==> src/hw/rtl/lba_region_to_chs_track_chunks_unit_defines.svh <==
// Assertion macros shared by the track chunk splitter RTL.
`ifndef LBA_REGION_TO_CHS_TRACK_CHUNKS_UNIT_DEFINES_SVH
`define LBA_REGION_TO_CHS_TRACK_CHUNKS_UNIT_DEFINES_SVH

// Same-cycle implication, checked outside reset.
`define LRC_ASSERT_NOW(name, clk, rst_n, ante, cons) \
    name: assert property (@(posedge clk) disable iff (!rst_n) (ante) |-> (cons)) \
        else $error("lrc assertion failed");

// Next-cycle implication, checked outside reset.
`define LRC_ASSERT_NEXT(name, clk, rst_n, ante, cons) \
    name: assert property (@(posedge clk) disable iff (!rst_n) (ante) |=> (cons)) \
        else $error("lrc assertion failed");

`endif

==> src/hw/rtl/lrc_pkg.sv <==
// Types, constants and codes shared by the track chunk splitter.
package lrc_pkg;

    localparam int unsigned LBA_W      = 16;
    localparam int unsigned CNT_W      = 8;
    localparam int unsigned SPT_W      = 6;
    localparam int unsigned HEADS_W    = 8;
    localparam int unsigned ADDR_W     = 16;
    localparam int unsigned CYL_W      = 8;
    localparam int unsigned TRACK_W    = 16;
    localparam int unsigned CFG_IDX_W  = 1;
    localparam int unsigned CFG_DATA_W = 8;

    // Serial divider operand widths.
    localparam int unsigned DVD_W = 16;
    localparam int unsigned DVS_W = 8;

    // Bytes moved per sector; the offset advances by this much per sector.
    localparam int unsigned SECTOR_BYTES = 512;

    localparam logic [SPT_W-1:0]   SPT_RESET   = 6'd9;
    localparam logic [SPT_W-1:0]   SPT_MIN     = 6'd8;
    localparam logic [HEADS_W-1:0] HEADS_RESET = 8'd2;

    // Configuration register indexes.
    localparam logic [CFG_IDX_W-1:0] CFG_SPT   = 1'b0;
    localparam logic [CFG_IDX_W-1:0] CFG_HEADS = 1'b1;

    typedef struct packed {
        logic [LBA_W-1:0]  start_lba;
        logic [CNT_W-1:0]  sector_count;
        logic [ADDR_W-1:0] buffer_segment;
        logic [ADDR_W-1:0] buffer_offset;
    } lrc_in_t;

    typedef struct packed {
        logic [CYL_W-1:0]   cylinder;
        logic [HEADS_W-1:0] head;
        logic [SPT_W-1:0]   sector;
        logic [SPT_W-1:0]   chunk_sectors;
        logic [ADDR_W-1:0]  segment;
        logic [ADDR_W-1:0]  offset;
        logic               cylinder_overflow;
        logic               last;
    } lrc_out_t;

    typedef struct packed {
        logic             start;
        logic [DVD_W-1:0] dividend;
        logic [DVS_W-1:0] divisor;
    } lrc_div_req_t;

    typedef struct packed {
        logic             done;
        logic [DVD_W-1:0] quotient;
        logic [DVS_W-1:0] remainder;
    } lrc_div_rsp_t;

    typedef enum logic [1:0] {
        ST_IDLE,
        ST_DIV_SPT,
        ST_DIV_HEAD,
        ST_EMIT
    } lrc_state_t;

endpackage

==> src/hw/rtl/lba_region_to_chs_track_chunks_unit.sv <==
// Top level: splits a disk transfer request into track-bounded CHS chunks.
//
// A request (start LBA, sector count, buffer segment and offset) enters on the
// s_ channel; one result per track-bounded chunk leaves on the m_ channel, the
// final one marked by last. A request with a zero count gives no results.
// Geometry comes from two registers written through cfg_we/cfg_index/cfg_wdata
// (index 0 sectors per track, index 1 heads); the user must write them only
// while no request is in flight, which the block itself does not enforce.
// The start LBA is divided by sectors per track and the quotient then by heads
// in one serial divider, each division ending in a done pulse. After the second,
// the sequencer enters its emit state and loads the output register once it
// is free. Further chunks leave back to back while the receiver keeps m_ready
// high; only an LBA that wraps past 65535 sends the sequencer through both
// divisions again before the next chunk.
// One request is worked at a time; s_ready is high while the sequencer idles,
// even if the last result still waits in the output register.
// A receiver stall holds the output register and pauses chunk generation.
// Reset clears the sequencer and the output valid and loads the geometry
// registers with 9 sectors per track and 2 heads.
`include "lba_region_to_chs_track_chunks_unit_defines.svh"

module lba_region_to_chs_track_chunks_unit (
    input  logic                               aclk,
    input  logic                               aresetn,
    input  logic                               s_valid,
    output logic                               s_ready,
    input  lrc_pkg::lrc_in_t                   s_data,
    output logic                               m_valid,
    input  logic                               m_ready,
    output lrc_pkg::lrc_out_t                  m_data,
    input  logic                               cfg_we,
    input  logic [lrc_pkg::CFG_IDX_W-1:0]      cfg_index,
    input  logic [lrc_pkg::CFG_DATA_W-1:0]     cfg_wdata
);

    lrc_pkg::lrc_state_t state_reg;
    lrc_pkg::lrc_state_t state_next;

    logic [lrc_pkg::SPT_W-1:0]   spt_reg;
    logic [lrc_pkg::HEADS_W-1:0] heads_reg;

    logic [lrc_pkg::LBA_W-1:0]   lba_reg;
    logic [lrc_pkg::CNT_W-1:0]   remain_reg;
    logic [lrc_pkg::ADDR_W-1:0]  seg_reg;
    logic [lrc_pkg::ADDR_W-1:0]  ofs_reg;
    logic [lrc_pkg::SPT_W-1:0]   sec0_reg;
    logic [lrc_pkg::HEADS_W-1:0] head_reg;
    logic [lrc_pkg::TRACK_W-1:0] cyl_reg;

    logic                        m_valid_reg;
    logic                        m_valid_next;
    lrc_pkg::lrc_out_t           m_data_reg;

    lrc_pkg::lrc_div_req_t       div_req;
    lrc_pkg::lrc_div_rsp_t       div_rsp;

    logic [lrc_pkg::SPT_W-1:0]   spt_eff;
    logic [lrc_pkg::HEADS_W-1:0] heads_eff;
    logic [lrc_pkg::SPT_W-1:0]   span;
    logic [lrc_pkg::SPT_W-1:0]   chunk_n;
    logic [lrc_pkg::CNT_W-1:0]   remain_left;
    logic [lrc_pkg::LBA_W:0]     lba_sum;
    logic [lrc_pkg::HEADS_W-1:0] head_inc;
    logic                        head_wrap;
    logic [lrc_pkg::ADDR_W-1:0]  ofs_step;
    logic                        out_free;
    logic                        load_out;
    logic                        in_take;
    logic                        div_wait;
    logic                        in_emit;

    // Geometry registers.
    always_ff @(posedge aclk) begin
        if (!aresetn) begin
            spt_reg   <= lrc_pkg::SPT_RESET;
            heads_reg <= lrc_pkg::HEADS_RESET;
        end else if (cfg_we) begin
            unique case (cfg_index)
                lrc_pkg::CFG_SPT:   spt_reg   <= cfg_wdata[lrc_pkg::SPT_W-1:0];
                lrc_pkg::CFG_HEADS: heads_reg <= cfg_wdata[lrc_pkg::HEADS_W-1:0];
                default: ;
            endcase
        end
    end

    // Out-of-range geometry is clamped to usable values.
    assign spt_eff   = (spt_reg < lrc_pkg::SPT_MIN) ? lrc_pkg::SPT_MIN : spt_reg;
    assign heads_eff = (heads_reg == '0) ? lrc_pkg::HEADS_W'(1) : heads_reg;

    // Chunk length runs to the end of the track or the end of the request.
    always_comb begin
        span        = spt_eff - sec0_reg;
        chunk_n     = ({2'b00, span} > remain_reg) ? remain_reg[lrc_pkg::SPT_W-1:0] : span;
        remain_left = remain_reg - {2'b00, chunk_n};
        lba_sum     = {1'b0, lba_reg} + (lrc_pkg::LBA_W + 1)'(chunk_n);
        head_inc    = head_reg + 1'b1;
        head_wrap   = (head_inc == heads_eff);
        ofs_step    = lrc_pkg::ADDR_W'(32'(chunk_n) * lrc_pkg::SECTOR_BYTES);
        out_free    = !m_valid_reg || m_ready;
    end

    lrc_div u_div (
        .aclk    (aclk),
        .aresetn (aresetn),
        .req     (div_req),
        .rsp     (div_rsp)
    );

    // Sequencer: next state, divider starts and output loads.
    always_comb begin
        state_next       = state_reg;
        s_ready          = 1'b0;
        load_out         = 1'b0;
        div_req.start    = 1'b0;
        div_req.dividend = s_data.start_lba;
        div_req.divisor  = {2'b00, spt_eff};
        unique case (state_reg)
            lrc_pkg::ST_IDLE: begin
                s_ready = 1'b1;
                if (s_valid && (s_data.sector_count != '0)) begin
                    div_req.start = 1'b1;
                    state_next    = lrc_pkg::ST_DIV_SPT;
                end
            end
            lrc_pkg::ST_DIV_SPT: begin
                div_req.dividend = div_rsp.quotient;
                div_req.divisor  = heads_eff;
                if (div_rsp.done) begin
                    div_req.start = 1'b1;
                    state_next    = lrc_pkg::ST_DIV_HEAD;
                end
            end
            lrc_pkg::ST_DIV_HEAD: begin
                if (div_rsp.done) begin
                    state_next = lrc_pkg::ST_EMIT;
                end
            end
            lrc_pkg::ST_EMIT: begin
                div_req.dividend = lba_sum[lrc_pkg::LBA_W-1:0];
                if (out_free) begin
                    load_out = 1'b1;
                    if (remain_left == '0) begin
                        state_next = lrc_pkg::ST_IDLE;
                    end else if (lba_sum[lrc_pkg::LBA_W]) begin
                        // The LBA wrapped, so the next chunk needs a fresh conversion.
                        div_req.start = 1'b1;
                        state_next    = lrc_pkg::ST_DIV_SPT;
                    end
                end
            end
            default: state_next = lrc_pkg::ST_IDLE;
        endcase
    end

    assign in_take      = s_valid && s_ready;
    assign m_valid_next = load_out ? 1'b1 : (m_ready ? 1'b0 : m_valid_reg);

    // Control registers.
    always_ff @(posedge aclk) begin
        if (!aresetn) begin
            state_reg   <= lrc_pkg::ST_IDLE;
            m_valid_reg <= 1'b0;
        end else begin
            state_reg   <= state_next;
            m_valid_reg <= m_valid_next;
        end
    end

    // Request and chunk-position registers.
    always_ff @(posedge aclk) begin
        if (in_take) begin
            lba_reg    <= s_data.start_lba;
            remain_reg <= s_data.sector_count;
            seg_reg    <= s_data.buffer_segment;
            ofs_reg    <= s_data.buffer_offset;
        end
        if ((state_reg == lrc_pkg::ST_DIV_SPT) && div_rsp.done) begin
            sec0_reg <= div_rsp.remainder[lrc_pkg::SPT_W-1:0];
        end
        if ((state_reg == lrc_pkg::ST_DIV_HEAD) && div_rsp.done) begin
            head_reg <= div_rsp.remainder;
            cyl_reg  <= div_rsp.quotient;
        end
        if (load_out) begin
            // The next chunk starts on the first sector of the following track.
            remain_reg <= remain_left;
            lba_reg    <= lba_sum[lrc_pkg::LBA_W-1:0];
            ofs_reg    <= ofs_reg + ofs_step;
            sec0_reg   <= '0;
            head_reg   <= head_wrap ? '0 : head_inc;
            cyl_reg    <= head_wrap ? (cyl_reg + 1'b1) : cyl_reg;
        end
    end

    // Output register.
    always_ff @(posedge aclk) begin
        if (load_out) begin
            m_data_reg.cylinder          <= cyl_reg[lrc_pkg::CYL_W-1:0];
            m_data_reg.head              <= head_reg;
            m_data_reg.sector            <= sec0_reg + 1'b1;
            m_data_reg.chunk_sectors     <= chunk_n;
            m_data_reg.segment           <= seg_reg;
            m_data_reg.offset            <= ofs_reg;
            m_data_reg.cylinder_overflow <= |cyl_reg[lrc_pkg::TRACK_W-1:lrc_pkg::CYL_W];
            m_data_reg.last              <= (remain_left == '0);
        end
    end

    assign m_valid = m_valid_reg;
    assign m_data  = m_data_reg;

    // Sequencer phases watched by the checks below.
    assign div_wait = (state_reg == lrc_pkg::ST_DIV_SPT) || (state_reg == lrc_pkg::ST_DIV_HEAD);
    assign in_emit  = (state_reg == lrc_pkg::ST_EMIT);

    // A chunk emitted with room in the output register shows up as valid.
    `LRC_ASSERT_NEXT(a_emit_loads, aclk, aresetn, load_out, m_valid_reg)
    // Every chunk carries at least one sector.
    `LRC_ASSERT_NOW(a_chunk_nonzero, aclk, aresetn, m_valid_reg, m_data_reg.chunk_sectors != '0)
    // The divider only finishes while the sequencer waits for it.
    `LRC_ASSERT_NOW(a_div_owner, aclk, aresetn, div_rsp.done, div_wait)
    // The tracked head stays below the head count while chunks are emitted.
    `LRC_ASSERT_NOW(a_head_range, aclk, aresetn, in_emit, head_reg < heads_eff)

endmodule

==> src/hw/rtl/lrc_div.sv <==
// Restoring radix-2 divider, one quotient bit per cycle.
module lrc_div (
    input  logic                  aclk,
    input  logic                  aresetn,
    input  lrc_pkg::lrc_div_req_t req,
    output lrc_pkg::lrc_div_rsp_t rsp
);

    localparam int unsigned STEP_W = $clog2(lrc_pkg::DVD_W);

    logic                      busy_reg;
    logic                      done_reg;
    logic [STEP_W-1:0]         step_reg;
    logic [lrc_pkg::DVD_W-1:0] quo_reg;
    logic [lrc_pkg::DVS_W-1:0] rem_reg;
    logic [lrc_pkg::DVS_W-1:0] dvs_reg;

    logic [lrc_pkg::DVS_W:0]   trial;
    logic [lrc_pkg::DVS_W:0]   diff;
    logic                      fits;
    logic [lrc_pkg::DVS_W-1:0] rem_next;
    logic [lrc_pkg::DVD_W-1:0] quo_next;

    // Bring down the next dividend bit and try the subtraction.
    always_comb begin
        trial    = {rem_reg, quo_reg[lrc_pkg::DVD_W-1]};
        diff     = trial - {1'b0, dvs_reg};
        fits     = (trial >= {1'b0, dvs_reg});
        rem_next = fits ? diff[lrc_pkg::DVS_W-1:0] : trial[lrc_pkg::DVS_W-1:0];
        quo_next = {quo_reg[lrc_pkg::DVD_W-2:0], fits};
    end

    // Control: busy flag, step counter and the done pulse.
    always_ff @(posedge aclk) begin
        if (!aresetn) begin
            busy_reg <= 1'b0;
            done_reg <= 1'b0;
            step_reg <= '0;
        end else begin
            done_reg <= 1'b0;
            if (req.start) begin
                busy_reg <= 1'b1;
                step_reg <= '0;
            end else if (busy_reg) begin
                step_reg <= step_reg + 1'b1;
                if (step_reg == STEP_W'(lrc_pkg::DVD_W - 1)) begin
                    busy_reg <= 1'b0;
                    done_reg <= 1'b1;
                end
            end
        end
    end

    // Datapath: the dividend shifts out as the quotient shifts in.
    always_ff @(posedge aclk) begin
        if (req.start) begin
            quo_reg <= req.dividend;
            rem_reg <= '0;
            dvs_reg <= req.divisor;
        end else if (busy_reg) begin
            quo_reg <= quo_next;
            rem_reg <= rem_next;
        end
    end

    assign rsp.done      = done_reg;
    assign rsp.quotient  = quo_reg;
    assign rsp.remainder = rem_reg;

endmodule

==> config.mk <==
export PLATFORM = sky130hd
export DESIGN_NAME = lba_region_to_chs_track_chunks_unit
export DESIGN_NICKNAME = d
export VERILOG_FILES = /design/src/hw/rtl/lrc_pkg.sv /design/src/hw/rtl/lba_region_to_chs_track_chunks_unit.sv /design/src/hw/rtl/lrc_div.sv
export VERILOG_INCLUDE_DIRS = /design/src /design/src/hw/rtl
export SDC_FILE = /design/constraint.sdc
export NUM_CORES = 1
export LEC_CHECK = 0
export BUFFER_PORTS_ARGS = -buffer_cell sky130_fd_sc_hd__clkbuf_2
export CAP_MARGIN = 10
export CORE_UTILIZATION = 39
export DETAILED_ROUTE_END_ITERATION = 10
export PLACE_DENSITY_LB_ADDON = 0.15
export SETUP_SLACK_MARGIN = 0.4
export SLEW_MARGIN = 20
export SYNTH_ARGS = -nofsm -noshare
export SYNTH_HDL_FRONTEND = slang
export SYNTH_HIERARCHICAL = 1
export SYNTH_SLANG_ARGS = --single-unit
==> constraint.sdc <==
create_clock -name aclk -period 8.1 [get_ports aclk]
set_input_delay 0.405 -clock aclk [delete_from_list [all_inputs] [get_ports aclk]]
set_output_delay 0.405 -clock aclk [all_outputs]
set_load 0.1 [all_outputs]
==> flow_summary.json, run 1 <==
{
  "status": "finished, violations left",
  "violations": "design-rule violations",
  "grt-ovfl-total": 0,
  "floorplan.initialDensity_pct": 39.78,
  "yosys_warnings": 6,
  "cts_max_level": 1,
  "clkTransAtPathRegs_ns": 0.06,
  "via_count": 7334,
  "io_pins": 134,
  "nNetsFinal": 1179,
  "tns_ns": 0,
  "synth_most_common_cell": "edfxtp_1",
  "cts_sinks": 203,
  "grt_max_degree": 60,
  "first_pass_iters": 8,
  "ys_types": 71,
  "cp-start-kind": "flip-flop",
  "setup_violations": 0,
  "powerDensity_mw_per_mm2": 394.6,
  "crit_slowest_cell": "or4_1",
  "syn_avg_cell_area_um2": 11.24,
  "n_antenna_cell": 0,
  "cp.required_ns": 8.35,
  "maxSlewHeadroom_pct": 45.85,
  "core_mm2": 0.02613,
  "clk_latency_ns": 0.51,
  "ys.flop_type": "edfxtp_1",
  "crit_arrival_ns": 7.26,
  "grt_pass1_wl_mm": 37.98,
  "clock_skew_ns": 0.01246,
  "final-hold-violation-count": 0,
  "cts_tree": "yes",
  "tightest_slew_ns": 0.8068,
  "vias_per_cell": 5.205,
  "internal_power_mw": 2.898,
  "first_iter_violations": 465,
  "post-place-ws_ns": 1.051,
  "drtAntennaViolNets": 0,
  "synth_commonest_cells": "edfxtp_1 (166), nand2_1 (133), o21ai_0 (60)",
  "criticalPathCategory": "flip-flop to flip-flop",
  "p_switching_mw": 1.907,
  "die_h_um": 165.3,
  "fmax_ghz": 0.1427,
  "die_w_um": 165.3,
  "cp_max_fo": 32,
  "largest_reg_flops": 62,
  "place_congestion": 0.8326,
  "cts-root-buf": "clkbuf_16",
  "clkPwrFrac_pct": 21.5,
  "area_growth_pct": 17.11,
  "combPwrFrac_pct": 44.8,
  "fin_crit_sh_pct": 86.49,
  "async_flop_share_pct": 0,
  "clockBufferDepth": 3,
  "cpPeakStageDelay_ns": 0.49,
  "drv_cap": 0,
  "dpl-instance-area_mm2": 0.01141,
  "syn-cell-area_mm2": 0.01040,
  "portBuffers": 133,
  "multi_input_area_mm2": 0.004380,
  "antenna_found_initial": 0,
  "cts-hold-fix-buffers": 0,
  "hold_slack_ns": 0.07171,
  "ys_ff_latch": 203,
  "swShare_pct": 39.68,
  "rows": 59,
  "hold_path_class": "input pin to flip-flop",
  "place_hpwl_mm": 17.12,
  "period_minus_slack_ns": 7.006,
  "slew_violations": 0,
  "crit_path_end_kind": "flip-flop",
  "drc": 16,
  "sequentialPowerShare_pct": 33.7,
  "final_util_pct": 46.59,
  "die_area_mm2": 0.02731,
  "synth_edf_count": 166,
  "final_area_mm2": 0.01218,
  "leakage_nw": 4.832,
  "ir_worst_vdd_v": 0.0001954,
  "rsz0062_at_grt": "false",
  "synthesis.nets": 1046,
  "yosysTopAreaCell": "edfxtp_1",
  "fillCellCount": 2501,
  "routed_wl_mm": 23.82,
  "post_route_cells_drive_above_1_share_pct": 20.58,
  "seq_area_frac_synth_pct": 55.07,
  "track_usage_pct": 17.81,
  "cts-buffers-inserted": 23,
  "wl_per_cell_um": 16.90,
  "grt_pass1_vias": 7144,
  "setup_slack_ns": 1.094,
  "netlist_top_cells_area": "edfxtp_1 (48%), dfxtp_1 (7.1%), ha_1 (5.5%)",
  "synthCells": 925,
  "seq_area_mm2": 0.005725,
  "synth_top_area_share_pct": 47.95
}
==> final timing paths <==
check	startpoint	end	slack, ns	cells after the start
worst min register to register	seg_reg[1]	m_data[19]	0.42	0
worst max-delay path	spt_reg[5]	u_div/quo_reg[9]	1.09	28
worst min-delay path	s_data[25]	seg_reg[9]	0.07	1
worst max register to register	spt_reg[5]	u_div/quo_reg[9]	1.09	28
==> kinds of logic after synthesis <==
family                     after synthesis  share of synthesized area [%]
adders and majority gates               51                          6.499
and+or+nand+nor                        305                          13.82
DFF                                    203                          55.07
xor gates and xnor gates                63                          5.572
muxes                                   41                          4.260
buffers and inverters                   78                          2.949
AOI/OAI and AO/OA                      184                          11.83
==> power by group through the flow <==
stage	Sequential, mW	Clock, mW	Combinational [mW]
floorplan	1.69	0	1.59
global route	1.65	1.10	2.41
CTS	1.62	1.07	2.16
detailed placement	1.64	0	2.15
finish	1.62	1.03	2.15
global placement	1.64	0	2.13
==> per-layer routing <==
metal,global-route usage [%],vias up,part of all wire [%]
li1,-,3628,-
met1,24.81,3523,47
met2,29.33,155,47
met3,2.473,28,4.5
met4,3.920,0,1.7
met5,0,-,0
==> placed cells by master, fill, tap and decap left out, types with 15 or more instances in the layout <==
| cell | n |
|---|---|
| nand3_1 | 37 |
| mux2i_1 | 15 |
| inv_1 | 43 |
| clkbuf_2 | 133 |
| clkbuf_16 | 23 |
| dfxtp_1 | 37 |
| o21ai_0 | 60 |
| a22oi_1 | 15 |
| nor2_1 | 51 |
| ha_1 | 46 |
| mux2_2 | 26 |
| xor2_1 | 26 |
| xnor2_1 | 35 |
| edfxtp_1 | 166 |
| a21oi_1 | 34 |
| nand2_1 | 133 |
==> critical path: cells and delay by family, from the launching register on <==
family                   cells  cell delay [ns]
AND/OR/NAND/NOR              9             2.32
AO/OA/AOI/OAI                7             1.36
adder cells (fa/ha/maj)      4             1.16
buffers and inverters        6             1.02
multiplexers                 1             0.39
flip-flops                   1             0.34
XOR/XNOR                     1             0.14
==> area by class of cell <==
class / count / share of cell area, %
clock buffer: 24 / 4.758
clock inverter: 17 / 1.398
inverter: 45 / 1.439
multi-input combinational: 644 / 35.98
sequential: 203 / 47.03
tap: 335 / 3.443
timing repair buffer: 141 / 5.960
==> timing repair <==
item | in CTS | in global routing
gates resized for setup | 0 | 1
buffers inserted | 0 | 1
setup endpoints to repair | 0 | 16
==> through the flow <==
step / power (mW) / std cells
floorplan: 3.282 / 925
global placement: 3.774 / 1367
detailed placement: 3.789 / 1367
CTS: 4.848 / 1408
global route: 5.154 / 1409
finish: 4.805 / 1409
Note: power is estimated with default switching activity, not from simulation.
==> run 2: changes to the inputs <==
CTS_BUF_LIST = sky130_fd_sc_hd__clkbuf_4   (was not set)
==> flow_summary.json, run 2 (synthesized netlist as in run 1, its figures left out) <==
{
  "status": "finished, violations left",
  "violations": "design-rule violations",
  "holdPathStages": 3,
  "multi_input_area_mm2": 0.004378,
  "track_usage_pct": 18.68,
  "ff2ff_setup_slack_ns": 1.08,
  "area_growth_pct": 21.40,
  "die_w_um": 165.3,
  "io_pins": 134,
  "routed.top_layer": "met4",
  "setup_slack_ns": 1.079,
  "criticalPathCategory": "flip-flop to flip-flop",
  "maxSlewHeadroom_pct": 27.44,
  "clock_skew_ns": 0.05679,
  "place_hpwl_mm": 17.12,
  "grt_pass1_wl_mm": 39.51,
  "grt_pass1_vias": 7642,
  "drtAntennaViolNets": 0,
  "seq_area_mm2": 0.005725,
  "cts-root-buf": "clkbuf_4",
  "fillCellCount": 2511,
  "fmax_ghz": 0.1424,
  "floorplan.initialDensity_pct": 39.78,
  "hold_slack_ns": 0.04669,
  "crit_arrival_ns": 7.45,
  "fin_crit_sh_pct": 86.68,
  "grt-ovfl-total": 0,
  "layout_commonest_cell": "edfxtp_1",
  "grt_max_degree": 60,
  "post_route_cells_drive_above_1_share_pct": 22.36,
  "rsz0062_at_grt": "false",
  "period_minus_slack_ns": 7.021,
  "powerDensity_mw_per_mm2": 373.0,
  "cp.required_ns": 8.53,
  "ir_worst_vdd_v": 0.0001375,
  "drv_cap": 0,
  "post-place-ws_ns": 1.051,
  "clk_latency_ns": 0.70,
  "cts-buffers-inserted": 56,
  "die_area_mm2": 0.02731,
  "tns_ns": 0,
  "route.met3.wl_mm": 1.239,
  "wirelength_met1_mm": 11.40,
  "wl_per_cell_um": 16.28,
  "slew_violations": 0,
  "tightest_slew_ns": 1.084,
  "rr_endpoint": "u_div/quo_reg[14]",
  "rows": 59,
  "dpl-instance-area_mm2": 0.01141,
  "cts_tree": "yes",
  "nNetsFinal": 1261,
  "first_pass_iters": 8,
  "cp-start-kind": "flip-flop",
  "cts_max_level": 2,
  "dp.cells": 1367,
  "portBuffers": 133,
  "stdcell_count": 1521,
  "largest_reg_flops": 62,
  "hp-start": "s_data[11]",
  "hold_path_class": "input pin to flip-flop",
  "place_congestion": 0.8326,
  "setup_violations": 0,
  "final_cell_mix": "edfxtp_1 (166), nand2_1 (133), clkbuf_2 (133), clkbuf_4 (75), o21ai_0 (60)",
  "wl_met2_mm": 11.65,
  "first_iter_violations": 490,
  "final_util_pct": 48.30,
  "final-hold-violation-count": 0,
  "clkTransAtPathRegs_ns": 0.07,
  "routed_wl_mm": 24.76,
  "leakage_nw": 5.070,
  "final_area_mm2": 0.01262,
  "reg2regPathDepth": 28,
  "vias_per_cell": 5.096,
  "reg2reg_from": "spt_reg[5]",
  "core_mm2": 0.02613,
  "cpPeakStageDelay_ns": 0.49,
  "die_h_um": 165.3,
  "cts_sinks": 203,
  "crit_path_end_kind": "flip-flop",
  "cp_max_fo": 32,
  "crit_slowest_cell": "or4_1",
  "via_count": 7751,
  "clockBufferDepth": 3,
  "antenna_found_initial": 1,
  "total_power_mw": 4.708,
  "drc": 16,
  "hold_end": "ofs_reg[11]"
}
-- run 2: report_power, final --
group | internal, mW | switching [mW] | total [mW]
Combinational | 0.853 | 1.33 | 2.18
Sequential | 1.45 | 0.169 | 1.62
Clock | 0.466 | 0.445 | 0.910
Total | 2.77 | 1.94 | 4.71
-- run 2: repair_timing --
item | in CTS | in global routing
hold buffers | 48 | 0
gates resized for setup | 0 | 1
setup endpoints to repair | 0 | 14
setup buffers | 0 | 2
endpoints found under the hold margin | 52 | 0
-- run 2: cell type report --
cell class | instances | area share (%)
Sequential cell | 203 | 45.37
Multi-Input combinational cell | 644 | 34.69
Timing Repair Buffer | 190 | 9.616
Clock buffer | 75 | 4.461
Tap cell | 335 | 3.321
Inverter | 45 | 1.388
Clock inverter | 28 | 1.140
Antenna cell | 1 | 0.01983
-- run 2: per-layer routing --
| metal | GRT usage [%] | vias to the layer above |
|---|---|---|
| met5 | 0 | - |
| met3 | 3.721 | 44 |
| met2 | 30.51 | 207 |
| met4 | 5.838 | 0 |
| met1 | 24.83 | 3663 |
| li1 | - | 3837 |
-- run 2: worst max-delay path by stage --
stage	from	to	slack, ns	depth (start not counted)
after floorplan	spt_reg[5]	u_div/quo_reg[0]	1.69	26
after global placement	spt_reg[5]	u_div/quo_reg[13]	1.23	27
after detailed placement	spt_reg[5]	u_div/quo_reg[14]	1.05	27
after CTS	spt_reg[5]	u_div/quo_reg[0]	0.95	27
after global routing	spt_reg[5]	u_div/quo_reg[14]	0.43	28
final	spt_reg[5]	u_div/quo_reg[14]	1.08	28
-- run 2: worst max-delay path, delay by kind of cell, from the launching register on --
| kind | cells | cell delay, ns |
|---|---|---|
| muxes | 1 | 0.39 |
| buffers and inverters | 6 | 1.03 |
| AOI/OAI and AO/OA | 7 | 1.36 |
| DFF | 1 | 0.35 |
| and+or+nand+nor | 9 | 2.30 |
| xor gates and xnor gates | 1 | 0.14 |
| adders and majority gates | 4 | 1.16 |
